## config.mk

```make
export PLATFORM = sky130hd
export DESIGN_NAME = tcw_ctrl
export DESIGN_NICKNAME = d
export VERILOG_FILES = /design/src/rtl/core/tcw_pkg.sv /design/src/rtl/core/tcw_ctrl.sv
export SDC_FILE = /design/constraint.sdc
export NUM_CORES = 1
export LEC_CHECK = 0
export ABC_AREA = 1
export BUFFER_PORTS_ARGS = -buffer_cell sky130_fd_sc_hd__clkbuf_2
export CAP_MARGIN = 15
export CORE_AREA = 8 8 45 47
export DETAILED_ROUTE_END_ITERATION = 8
export DIE_AREA = 0 0 53 55
export PLACE_DENSITY = 0.46
export REMOVE_ABC_BUFFERS = 1
export SLEW_MARGIN = 20
export SYNTH_ARGS = -nofsm -noshare
export SYNTH_HDL_FRONTEND = slang
export SYNTH_SLANG_ARGS = --single-unit
```

## constraint.sdc

```tcl
create_clock -name clk -period 1.4 [get_ports clk]
set_input_delay 0.07 -clock clk [delete_from_list [all_inputs] [get_ports clk]]
set_output_delay 0.07 -clock clk [all_outputs]
set_load 0.005 [all_outputs]
```

## src/rtl/core/tcw_pkg.sv

```systemverilog
// Shared types and constants for the text console writer.
package tcw_pkg;

	localparam int COLUMNS_DEF = 80;
	localparam int ROWS_DEF    = 25;

	localparam int CHAR_W    = 8;
	localparam int ATTR_W    = 8;
	localparam int CELL_W    = CHAR_W + ATTR_W;
	localparam int ROW_OUT_W = 5;
	localparam int COL_OUT_W = 7;
	localparam int PADDR_W   = 3;
	localparam int PDATA_W   = 32;

	localparam logic [1:0] KIND_PUT   = 2'd0;
	localparam logic [1:0] KIND_READ  = 2'd1;
	localparam logic [1:0] KIND_CLEAR = 2'd2;

	localparam logic [0:0] REG_ATTR = 1'b0;

	localparam logic [CHAR_W-1:0] CODE_NEWLINE = 8'd10;
	localparam logic [CHAR_W-1:0] CODE_SPACE   = 8'd32;
	localparam logic [ATTR_W-1:0] ATTR_RESET   = 8'd7;

	typedef struct packed {
		logic [1:0]           kind;
		logic [CHAR_W-1:0]    char_code;
		logic [ROW_OUT_W-1:0] read_row;
		logic [COL_OUT_W-1:0] read_col;
	} tcw_req_t;

	typedef struct packed {
		logic [CHAR_W-1:0]    cell_char;
		logic [ATTR_W-1:0]    cell_attr;
		logic [ROW_OUT_W-1:0] cursor_row;
		logic [COL_OUT_W-1:0] cursor_col;
	} tcw_rsp_t;

	typedef struct packed {
		logic load;
		logic exec;
		logic sweep_run;
		logic out_load;
	} tcw_cmd_t;

	typedef struct packed {
		logic sweep_req;
		logic sweep_last;
		logic out_free;
	} tcw_sts_t;

endpackage

```

## src/rtl/core/tcw_ctrl.sv

```systemverilog
// Controller state machine for the text console writer.
module tcw_ctrl import tcw_pkg::*; (
	input  logic     clk,
	input  logic     arst_n,
	input  logic     req_valid,
	output logic     req_ready,
	input  tcw_sts_t sts,
	output tcw_cmd_t cmd
);

	typedef enum logic [4:0] {
		S_INIT  = 5'b00001,
		S_IDLE  = 5'b00010,
		S_EXEC  = 5'b00100,
		S_SWEEP = 5'b01000,
		S_DONE  = 5'b10000
	} state_t;

	state_t state_q, state_d;

	always_comb begin
		state_d   = state_q;
		cmd       = '0;
		req_ready = 1'b0;
		unique case (state_q)
			S_INIT: begin
				cmd.sweep_run = 1'b1;
				if (sts.sweep_last) begin
					state_d = S_IDLE;
				end
			end
			S_IDLE: begin
				req_ready = 1'b1;
				if (req_valid) begin
					cmd.load = 1'b1;
					state_d  = S_EXEC;
				end
			end
			S_EXEC: begin
				cmd.exec = 1'b1;
				state_d  = sts.sweep_req ? S_SWEEP : S_DONE;
			end
			S_SWEEP: begin
				cmd.sweep_run = 1'b1;
				if (sts.sweep_last) begin
					state_d = S_DONE;
				end
			end
			S_DONE: begin
				if (sts.out_free) begin
					cmd.out_load = 1'b1;
					state_d      = S_IDLE;
				end
			end
			default: begin
				state_d = S_IDLE;
			end
		endcase
	end

	always_ff @(posedge clk or negedge arst_n) begin
		if (!arst_n) begin
			state_q <= S_INIT;
		end else begin
			state_q <= state_d;
		end
	end

endmodule

```

=== Word level (Yosys, flattened, before mapping) ===
Index checks and enable logic that the tools add are counted.

* Muxes and demuxes: 13
* Eq/ne operators: 9
* Reductions and logical operators: 2

{| class="wikitable"
|+ Operators with widths
! cell !! count
|-
| 5-bit 2-to-1 mux || 5
|-
| 5-bit one-hot mux with 5 select lines || 1
|-
| 2-bit != test (second input constant) || 4
|-
| 1-bit 2-to-1 mux || 7
|-
| 5-bit by 1-bit == test with 1-bit output (second input constant) || 1
|-
| 5-bit by 2-bit == test with 1-bit output (second input constant) || 1
|-
| 5-bit by 3-bit == test with 1-bit output (second input constant) || 1
|-
| 5-bit by 4-bit == test with 1-bit output (second input constant) || 1
|-
| 5-bit == test (second input constant) || 1
|-
| 4-bit AND reduction || 1
|-
| 2-bit OR reduction || 1
|}

* Output and inout port bits: 5
* Input port bits: 6
* Bits in registers: 5

=== Longest topological paths before layout ===
Gate-level depths: netlist of run 1.

* Depth in word-level cells: 3
* Gate-level depth with buffers: 7
* Mapped depth without buffers: 7

=== Worst setup path after synthesis of run 1 ===
Ideal clock, no wire load.

* Path type: register -> register
* Start: register state_q[0]
* End: register state_q[1]
* Arrival time: 0.972 ns
* Setup time: 0.118 ns
* Path buffers: 0
* Period minus slack after synthesis: 1.090 ns
* Stages on the path, launching flop included: 8
* Path slack: 0.310 ns
* Cells stage by stage: dfstp_2 inv_1 nor2_1 nand3_2 nand2_2 nand2_2 nand3_1 nand2_1

* Word-level cells in the longest chain between the ends: 3
* Elaborated cells on any way between the ends: 11

{| class="wikitable"
|+ RTL lines
! item !! line !! text
|-
| start, declared || tcw_ctrl.sv:19 || <nowiki>state_t state_q, state_d;</nowiki>
|-
| start signal, assigned || tcw_ctrl.sv:65 || <nowiki>state_q <= state_d;</nowiki>
|-
| 5-bit by 1-bit == test with 1-bit output, or another cell as far along || tcw_ctrl.sv:25 || <nowiki>unique case (state_q)</nowiki>
|-
| 2-bit != test (no source line) || - ||
|-
| 4-bit AND reduction (no source line) || - ||
|}

Parallel ways exist; a longest one is shown, timed or not.
A chain may end at the register's enable or synchronous reset.

==> flow_metrics.tcl, run 1 <==
set metrics [dict create \
    outcome "complete, no violations" \
    cellPowerDensity_mw_per_mm2 1710 \
    finalCriticalPeriod_ns 1.30 \
    rows 14 \
    antenna_found_initial 0 \
    yosys.area.top_type "dfrtp_1" \
    via_count 330 \
    die_y_um 55 \
    grt_pass1_vias 309 \
    layout-drive-gt1-share 0.354 \
    root_buffer "clkbuf_4" \
    synthDistinctLibCells 14 \
    dieArea_sq_mm 0.00292 \
    grt_max_degree 7 \
    grt_util_all_layers 0.0609 \
    cp_cell_sequence "nor2_2 -> nand3_2 -> nand2_2 -> clkbuf_2" \
    port_buffers 10 \
    routedWlPerCell_um 9.99 \
    avgSynthCellArea_sq_um 6.89 \
    maxSlewViolCount 0 \
    grt_pass1_wl_mm 1.29 \
    largest_reg_flops 5 \
    whs_ns 0.0935 \
    drv_cap 0 \
    yosys_warnings 0 \
    cts_buffers 3 \
    slew_headroom 0.815 \
    insertion_delay_ns 0.24 \
    syn_inst 49 \
    ys_ff_latch 5 \
    drcViolationCount 0 \
    rsz0062_at_grt "false" \
    cpMaxStageDelayCell "dfrtp_1" \
    wirelength_um 809 \
    cts_max_level 1 \
    fp.dieW_um 53 \
    clock_sinks 5 \
    clk_pin_slew_ns 0.05 \
    reg.largest.list "state_q: 5 flops" \
    num_io_pins 11 \
    p_leak_nw 0.260 \
    crit_fanout 6 \
    hold_viol 0 \
    viasPerCell 4.07 \
    period_share 0.931 \
    tightest_slew_ns 0.278 \
    dp_hpwl_um 654 \
    startpoint_type "register" \
    regMostFlops "state_q" \
    yosysTopAreaCellShare 0.296 \
    setup-tns-final_ns 0 \
    max-vdd-ir-drop_uv 791 \
    min_path_type "in -> reg" \
    critical_path_required_ns 1.33 \
    setup_violations 0 \
    clock_skew_ns 0.00633 \
    timing.fmax_mhz 767 \
    nNetsFinal 72 \
    synthTopCellsByArea "dfrtp_1, inv_1, dfstp_2, nand2_1, nor2_1" \
    cts_buffer_depth 2 \
    start_util 0.244 \
    antenna_left 0 \
    worstSetupPathType "reg -> out" \
    drt_iter0_drc 10 \
    firstDrtPassIters 3 \
    cp.arrival_ns 1.23 \
    critical-path-max-stage-delay_ns 0.40 \
    cts_tree "yes" \
    insertedDiodeCount 0 \
    syn-cell-area_sq_um 338 \
    area_growth_pct 35.9 \
    yosysSeqAreaShare 0.374 \
    end_kind "output pin" \
    core-area_sq_mm 0.00138 \
    gp_congestion 0.788 \
    grt_overflow 0 \
]
## final timing paths
| kind | from | slack [ns] | to | cells past startpoint |
|---|---|---|---|---|
| setup / recovery | state_q[1] | 0.1 | cmd[1] | 4 |
| hold / removal | req_valid | 0.09 | state_q[2] | 3 |
| setup reg to reg | state_q[1] | 0.22 | state_q[1] | 6 |
| hold reg to reg | state_q[0] | 0.57 | state_q[0] | 4 |
| max in group asynchronous | arst_n | 1.00 | state_q[0] | 2 |
| min in group asynchronous | arst_n | 0.18 | state_q[1] | 2 |
## layer usage
metal / global-route usage / up-vias / routed length, um
li1: - / 186 / -
met1: 0.0753 / 137 / 416
met2: 0.0781 / 7 / 311
met3: 0.0428 / 0 / 81
met4: 0.0259 / 0 / 0
met5: 0 / - / 0
## cell type report
class | instances | area [sq um]
clock buffer | 4 | 26.3
fill | 142 | 925
inverter | 12 | 45.0
multi-input combinational | 32 | 171
sequential | 5 | 126
tap | 16 | 20.0
timing repair buffer | 12 | 70.1
## worst max-delay path: cells and delay by family, from the launching register on
kind | cells | cell delay [ns]
and+or+nand+nor | 3 | 0.48
DFF | 1 | 0.40
buffers and inverters | 1 | 0.11
## where the power goes
group	leakage (nW)	total, mW	switching (mW)	internal [mW]
sequential	0.0624	0.243	0.0566	0.187
clock	0.0150	0.167	0.0589	0.108
combinational	0.182	0.375	0.235	0.140
total	0.260	0.785	0.351	0.435
## metrics by stage
step | cell area, sq um | worst slack, ns | power (mW) | instances | utilization
after floorplan | 338 | 0.310 | 0.490 | 49 | -
after global placement | 408 | 0.236 | 0.610 | 75 | 0.295
after detailed placement | 408 | 0.258 | 0.601 | 75 | 0.295
after CTS | 454 | 0.0597 | 0.780 | 81 | 0.328
after global routing | 459 | 0.00213 | 0.868 | 81 | 0.332
final | 459 | 0.0965 | 0.785 | 81 | 0.332
## placed cells by master, fill, tap and decap left out
master | synthesis | routed
nor2_1 | 6 | 6
nor2_2 | 3 | 2
clkbuf_4 | 0 | 3
dfrtp_1 | 4 | 4
inv_1 | 11 | 11
clkbuf_2 | 0 | 10
inv_2 | 1 | 1
nand4_1 | 3 | 3
nor2_4 | 0 | 1
dlygate4sd3_1 | 0 | 2
clkbuf_1 | 0 | 1
nand2_1 | 7 | 7
nand3_1 | 4 | 4
dfstp_2 | 1 | 1
a21oi_1 | 1 | 1
nand3_2 | 2 | 2
nand2_2 | 3 | 3
nor3_1 | 2 | 2
o22ai_1 | 1 | 1
## kinds of logic after synthesis
| group | Yosys count | share of synthesized area |
|---|---|---|
| DFF | 5 | 0.374 |
| and+or+nand+nor | 30 | 0.459 |
| buffers and inverters | 12 | 0.133 |
| AOI/OAI and AO/OA | 2 | 0.0333 |
## synth_stat cells, drive strengths merged
library cell / count
nand2: 10
nor3: 2
dfrtp: 4
dfstp: 1
nand4: 3
a21oi: 1
o22ai: 1
inv: 12
nor2: 9
nand3: 6
## what timing repair did
| action | CTS | global route |
|---|---|---|
| setup buffers | 0 | 0 |
| hold buffers | 2 | 0 |
| endpoints found under the setup margin | 0 | 1 |
| gates resized for setup | 0 | 1 |
| endpoints found under the hold margin | 6 | 0 |
Power figures use the tool's default switching activity.
==> run 2: changes to the inputs <==
Settings changed: CTS_BUF_LIST set to sky130_fd_sc_hd__clkbuf_8.
==> flow_metrics.tcl, run 2 (same netlist as run 1, synthesis figures left out) <==
set metrics [dict create \
    via_count 326 \
    nNetsFinal 71 \
    cellPowerDensity_mw_per_mm2 1880 \
    regMostFlops "state_q" \
    largest_reg_flops 5 \
    layout-drive-gt1-share 0.359 \
    outcome "complete, no violations" \
    fp.dieW_um 53 \
    area_growth_pct 38.5 \
    grt_pass1_wl_mm 1.29 \
    drt-met1-wl_um 404 \
    setup-tns-final_ns 0 \
    finalCriticalPeriod_ns 1.28 \
    crit_fanout 6 \
    tightest_slew_ns 0.277 \
    rsz0062_at_grt "false" \
    routedWlPerCell_um 10.3 \
    firstDrtPassIters 3 \
    maxSlewViolCount 0 \
    grt_overflow 0 \
    cts_buffer_depth 2 \
    cts_max_level 1 \
    root_buffer "clkbuf_8" \
    finish.utilization 0.338 \
    slew_headroom 0.815 \
    insertedDiodeCount 0 \
    cts_buffers 3 \
    min_path_type "in -> reg" \
    drt_iter0_drc 10 \
    drv_cap 0 \
    clk_pin_slew_ns 0.04 \
    wirelength_um 823 \
    rows 14 \
    antenna_left 0 \
    finalPower_mw 0.879 \
    start_util 0.244 \
    grt_pass1_vias 301 \
    setup_violations 0 \
    startpoint_type "register" \
    antenna_found_initial 0 \
    dp_hpwl_um 654 \
    grt_util_all_layers 0.0625 \
    dr_wl_met3_um 89 \
    timing.fmax_mhz 782 \
    hold_viol 0 \
    core-area_sq_mm 0.00138 \
    num_io_pins 11 \
    max-vdd-ir-drop_uv 920 \
    period_share 0.914 \
    clock_sinks 5 \
    grt_max_degree 7 \
    port_buffers 10 \
    final_common_cell "inv_1" \
    wl_met2_um 328 \
    insertion_delay_ns 0.22 \
    reg.largest.list "state_q: 5 flops" \
    viasPerCell 4.08 \
    top_layer "met3" \
    critical_path_required_ns 1.33 \
    final_cell_mix "inv_1, clkbuf_2, nand2_1" \
    gp_congestion 0.788 \
    drcViolationCount 0 \
    worstSetupPathType "reg -> out" \
    cts_tree "yes" \
    dieArea_sq_mm 0.00292 \
    clock_skew_ns 0.00331 \
    die_y_um 55 \
    cp.arrival_ns 1.21 \
    p_leak_nw 0.267 \
    end_kind "output pin" \
]
[run 2: layout make-up]
type	instances	area (sq um)
Fill cell	145	916
Multi-Input combinational cell	32	171
Sequential cell	5	126
Timing Repair Buffer	11	60.1
Inverter	12	45.0
Clock buffer	3	41.3
Tap cell	16	20.0
Clock inverter	1	3.75
[run 2: worst paths after layout]
path / from / endpoint / slack (ns) / cells after the start
setup / recovery: state_q[1] / cmd[1] / 0.12 / 4
hold / removal: sts[1] / state_q[0] / 0.008 / 2
setup reg to reg: state_q[1] / state_q[1] / 0.22 / 6
hold reg to reg: state_q[0] / state_q[0] / 0.57 / 4
max in group asynchronous: arst_n / state_q[0] / 0.97 / 2
min in group asynchronous: arst_n / state_q[1] / 0.21 / 2
[run 2: worst max-delay path, cell delays in order (launching register included)]
cell,delay [ns]
dfrtp_1,0.40
nor2_2,0.24
nand3_2,0.14
nand2_2,0.10
clkbuf_2,0.11
[run 2: power breakdown]
group	internal (mW)	total [mW]	switching [mW]
clock	0.188	0.262	0.0735
combinational	0.138	0.374	0.235
sequential	0.187	0.243	0.0564
total	0.514	0.879	0.365
[run 2: metal layers]
layer / global-route usage / vias up
met4: 0.0388 / 0
li1: - / 184
met1: 0.0737 / 133
met5: 0 / -
met2: 0.0801 / 9
met3: 0.0428 / 0
[run 2: what timing repair did]
action | in CTS | in global routing
hold endpoints to repair | 5 | 0
resized for setup | 0 | 1
hold buffers | 1 | 0
buffers inserted | 0 | 0
setup endpoints to repair | 0 | 1
[run 2: through the flow]
stage                     cells  setup slack [ns]  hold slack, ns  cell area, sq um
after floorplan              49             0.310          -0.226               338
after global placement       75             0.236          -0.105               408
after detailed placement     75             0.258          -0.105               408
after CTS                    80            0.0813         0.00144               463
after global routing         80            0.0374          0.0214               468
final                        80             0.120         0.00789               468
==> run 3: changes to the inputs <==
Settings changed: CELL_PAD_IN_SITES_DETAIL_PLACEMENT set to 0, CELL_PAD_IN_SITES_GLOBAL_PLACEMENT set to 2, CORE_AREA 8 8 45 47 to not set, CORE_MARGIN set to 8, CORE_UTILIZATION set to 25, DIE_AREA 0 0 53 55 to not set, HOLD_SLACK_MARGIN set to 0.12, PLACE_DENSITY 0.46 to 0.75, SETUP_SLACK_MARGIN set to 0.02.
==> flow_metrics.tcl, run 3 (same netlist as run 1, synthesis figures left out) <==
set metrics [dict create \
    critical_path_required_ns 1.33 \
    clock_skew_ns 0.00410 \
    internal_power_mw 0.523 \
    timing.fmax_mhz 786 \
    final_common_cell "inv_1" \
    dieArea_sq_mm 0.00278 \
    insertedDiodeCount 0 \
    finish.utilization 0.390 \
    slew_headroom 0.853 \
    firstDrtPassIters 3 \
    grt_overflow 0 \
    hold_start "sts[0]" \
    cts_buffers 3 \
    period_share 0.909 \
    cts_buffer_depth 2 \
    regMostFlops "state_q" \
    worst_slack_ns 0.128 \
    core-area_sq_mm 0.00128 \
    grt_pass1_vias 334 \
    clk_pin_slew_ns 0.04 \
    reg.largest.list "state_q: 5 flops" \
    drt-met1-wl_um 368 \
    die_y_um 52.8 \
    nNetsFinal 74 \
    viasPerCell 4.09 \
    cts_tree "yes" \
    routedWlPerCell_um 9.67 \
    root_buffer "clkbuf_8" \
    drcViolationCount 0 \
    crit_path_start "state_q[1]" \
    rsz0062_at_grt "false" \
    worstSetupPathType "reg -> out" \
    start_util 0.263 \
    finalCriticalPeriod_ns 1.27 \
    antenna_left 0 \
    cp.arrival_ns 1.20 \
    port_buffers 10 \
    dr_wl_met3_um 14 \
    hold_viol 0 \
    antenna_found_initial 0 \
    crit_fanout 3 \
    grt_pass1_wl_mm 1.35 \
    rows 13 \
    whs_ns 0.160 \
    cts_max_level 1 \
    via_count 335 \
    cellPowerDensity_mw_per_mm2 1770 \
    max-vdd-ir-drop_uv 1070 \
    p_sw_frac 0.411 \
    worstReg2RegStart "state_q[0]" \
    setup_violations 0 \
    num_io_pins 11 \
    maxSlewViolCount 0 \
    final_cell_mix "inv_1, clkbuf_2, nand2_1" \
    grt_util_all_layers 0.0686 \
    insertion_delay_ns 0.22 \
    power.share.combinational 0.433 \
    drv_cap 0 \
    startpoint_type "register" \
    wirelength_um 793 \
    end_kind "output pin" \
    dp_slack_ns 0.229 \
    dp_hpwl_um 656 \
    area_growth_pct 48.5 \
    clock_sinks 5 \
    tightest_slew_ns 0.221 \
    p_leak_nw 0.281 \
    clock_power_share 0.289 \
    grt_max_degree 7 \
    outcome "complete, no violations" \
    largest_reg_flops 5 \
    layout-drive-gt1-share 0.343 \
    seqPwrFrac 0.278 \
    power.switching_mw 0.364 \
    wl_met2_um 391 \
    setup-tns-final_ns 0 \
    gp_congestion 0.692 \
    drt_iter0_drc 4 \
    top_layer "met4" \
    fp.dieW_um 52.8 \
    min_path_type "in -> reg" \
]
[run 3: cell types whose count changed in the layout (fill, tap and decap cells not counted)]
cell,before,now
nor2_4,1,2
nor2_2,2,1
dlygate4sd3_1,1,4
[run 3: per-stage QoR]
step | instance area [sq um] | power, mW | std cells
6_report | 502 | 0.887 | 82
5_1_grt | 502 | 0.972 | 82
4_1_cts | 492 | 0.887 | 82
3_5_place_dp | 407 | 0.605 | 74
3_3_place_gp | 407 | 0.613 | 74
2_1_floorplan | 338 | 0.490 | 49
[run 3: metal layers]
| metal | up-vias | track usage |
|---|---|---|
| li1 | 189 | - |
| met1 | 139 | 0.0676 |
| met2 | 5 | 0.105 |
| met3 | 2 | 0.0284 |
| met4 | 0 | 0.0647 |
| met5 | - | 0 |
[run 3: repair_timing]
| item | in CTS | in global routing |
|---|---|---|
| hold buffers | 4 | 0 |
| hold endpoints to repair | 8 | 0 |
| endpoints found under the setup margin | 0 | 2 |
| resized for setup | 0 | 2 |
| buffers inserted | 0 | 0 |
[run 3: worst paths after layout]
path	end	slack, ns	depth (start not counted)
worst max-delay path	cmd[3]	0.13	5
worst min-delay path	state_q[4]	0.16	4
worst max register to register	state_q[1]	0.25	7
worst min register to register	state_q[0]	0.57	4
max in group asynchronous	state_q[0]	0.98	2
min in group asynchronous	state_q[2]	0.20	2
[run 3: final cells by class]
class	instances	area [sq um]
clock buffer	3	41.3
inverter	12	45.0
timing repair buffer	14	90.1
multi-input combinational	32	176
tap	15	18.8
sequential	5	126
clock inverter	1	3.75
fill	143	783
[run 3: power groups by stage]
stage          logic [mW]  registers [mW]  clock network [mW]
5_1_grt             0.437           0.254               0.281
6_report            0.384           0.246               0.257
3_5_place_dp        0.368           0.237                   0
2_1_floorplan       0.263           0.227                   0
4_1_cts             0.384           0.235               0.268
3_3_place_gp        0.377           0.236                   0
[run 3: critical path: stages, from the launching register on]
cell,delay [ns]
dfrtp_1,0.40
inv_1,0.05
nor2_1,0.16
nand2_2,0.09
nor3_1,0.14
clkbuf_2,0.14
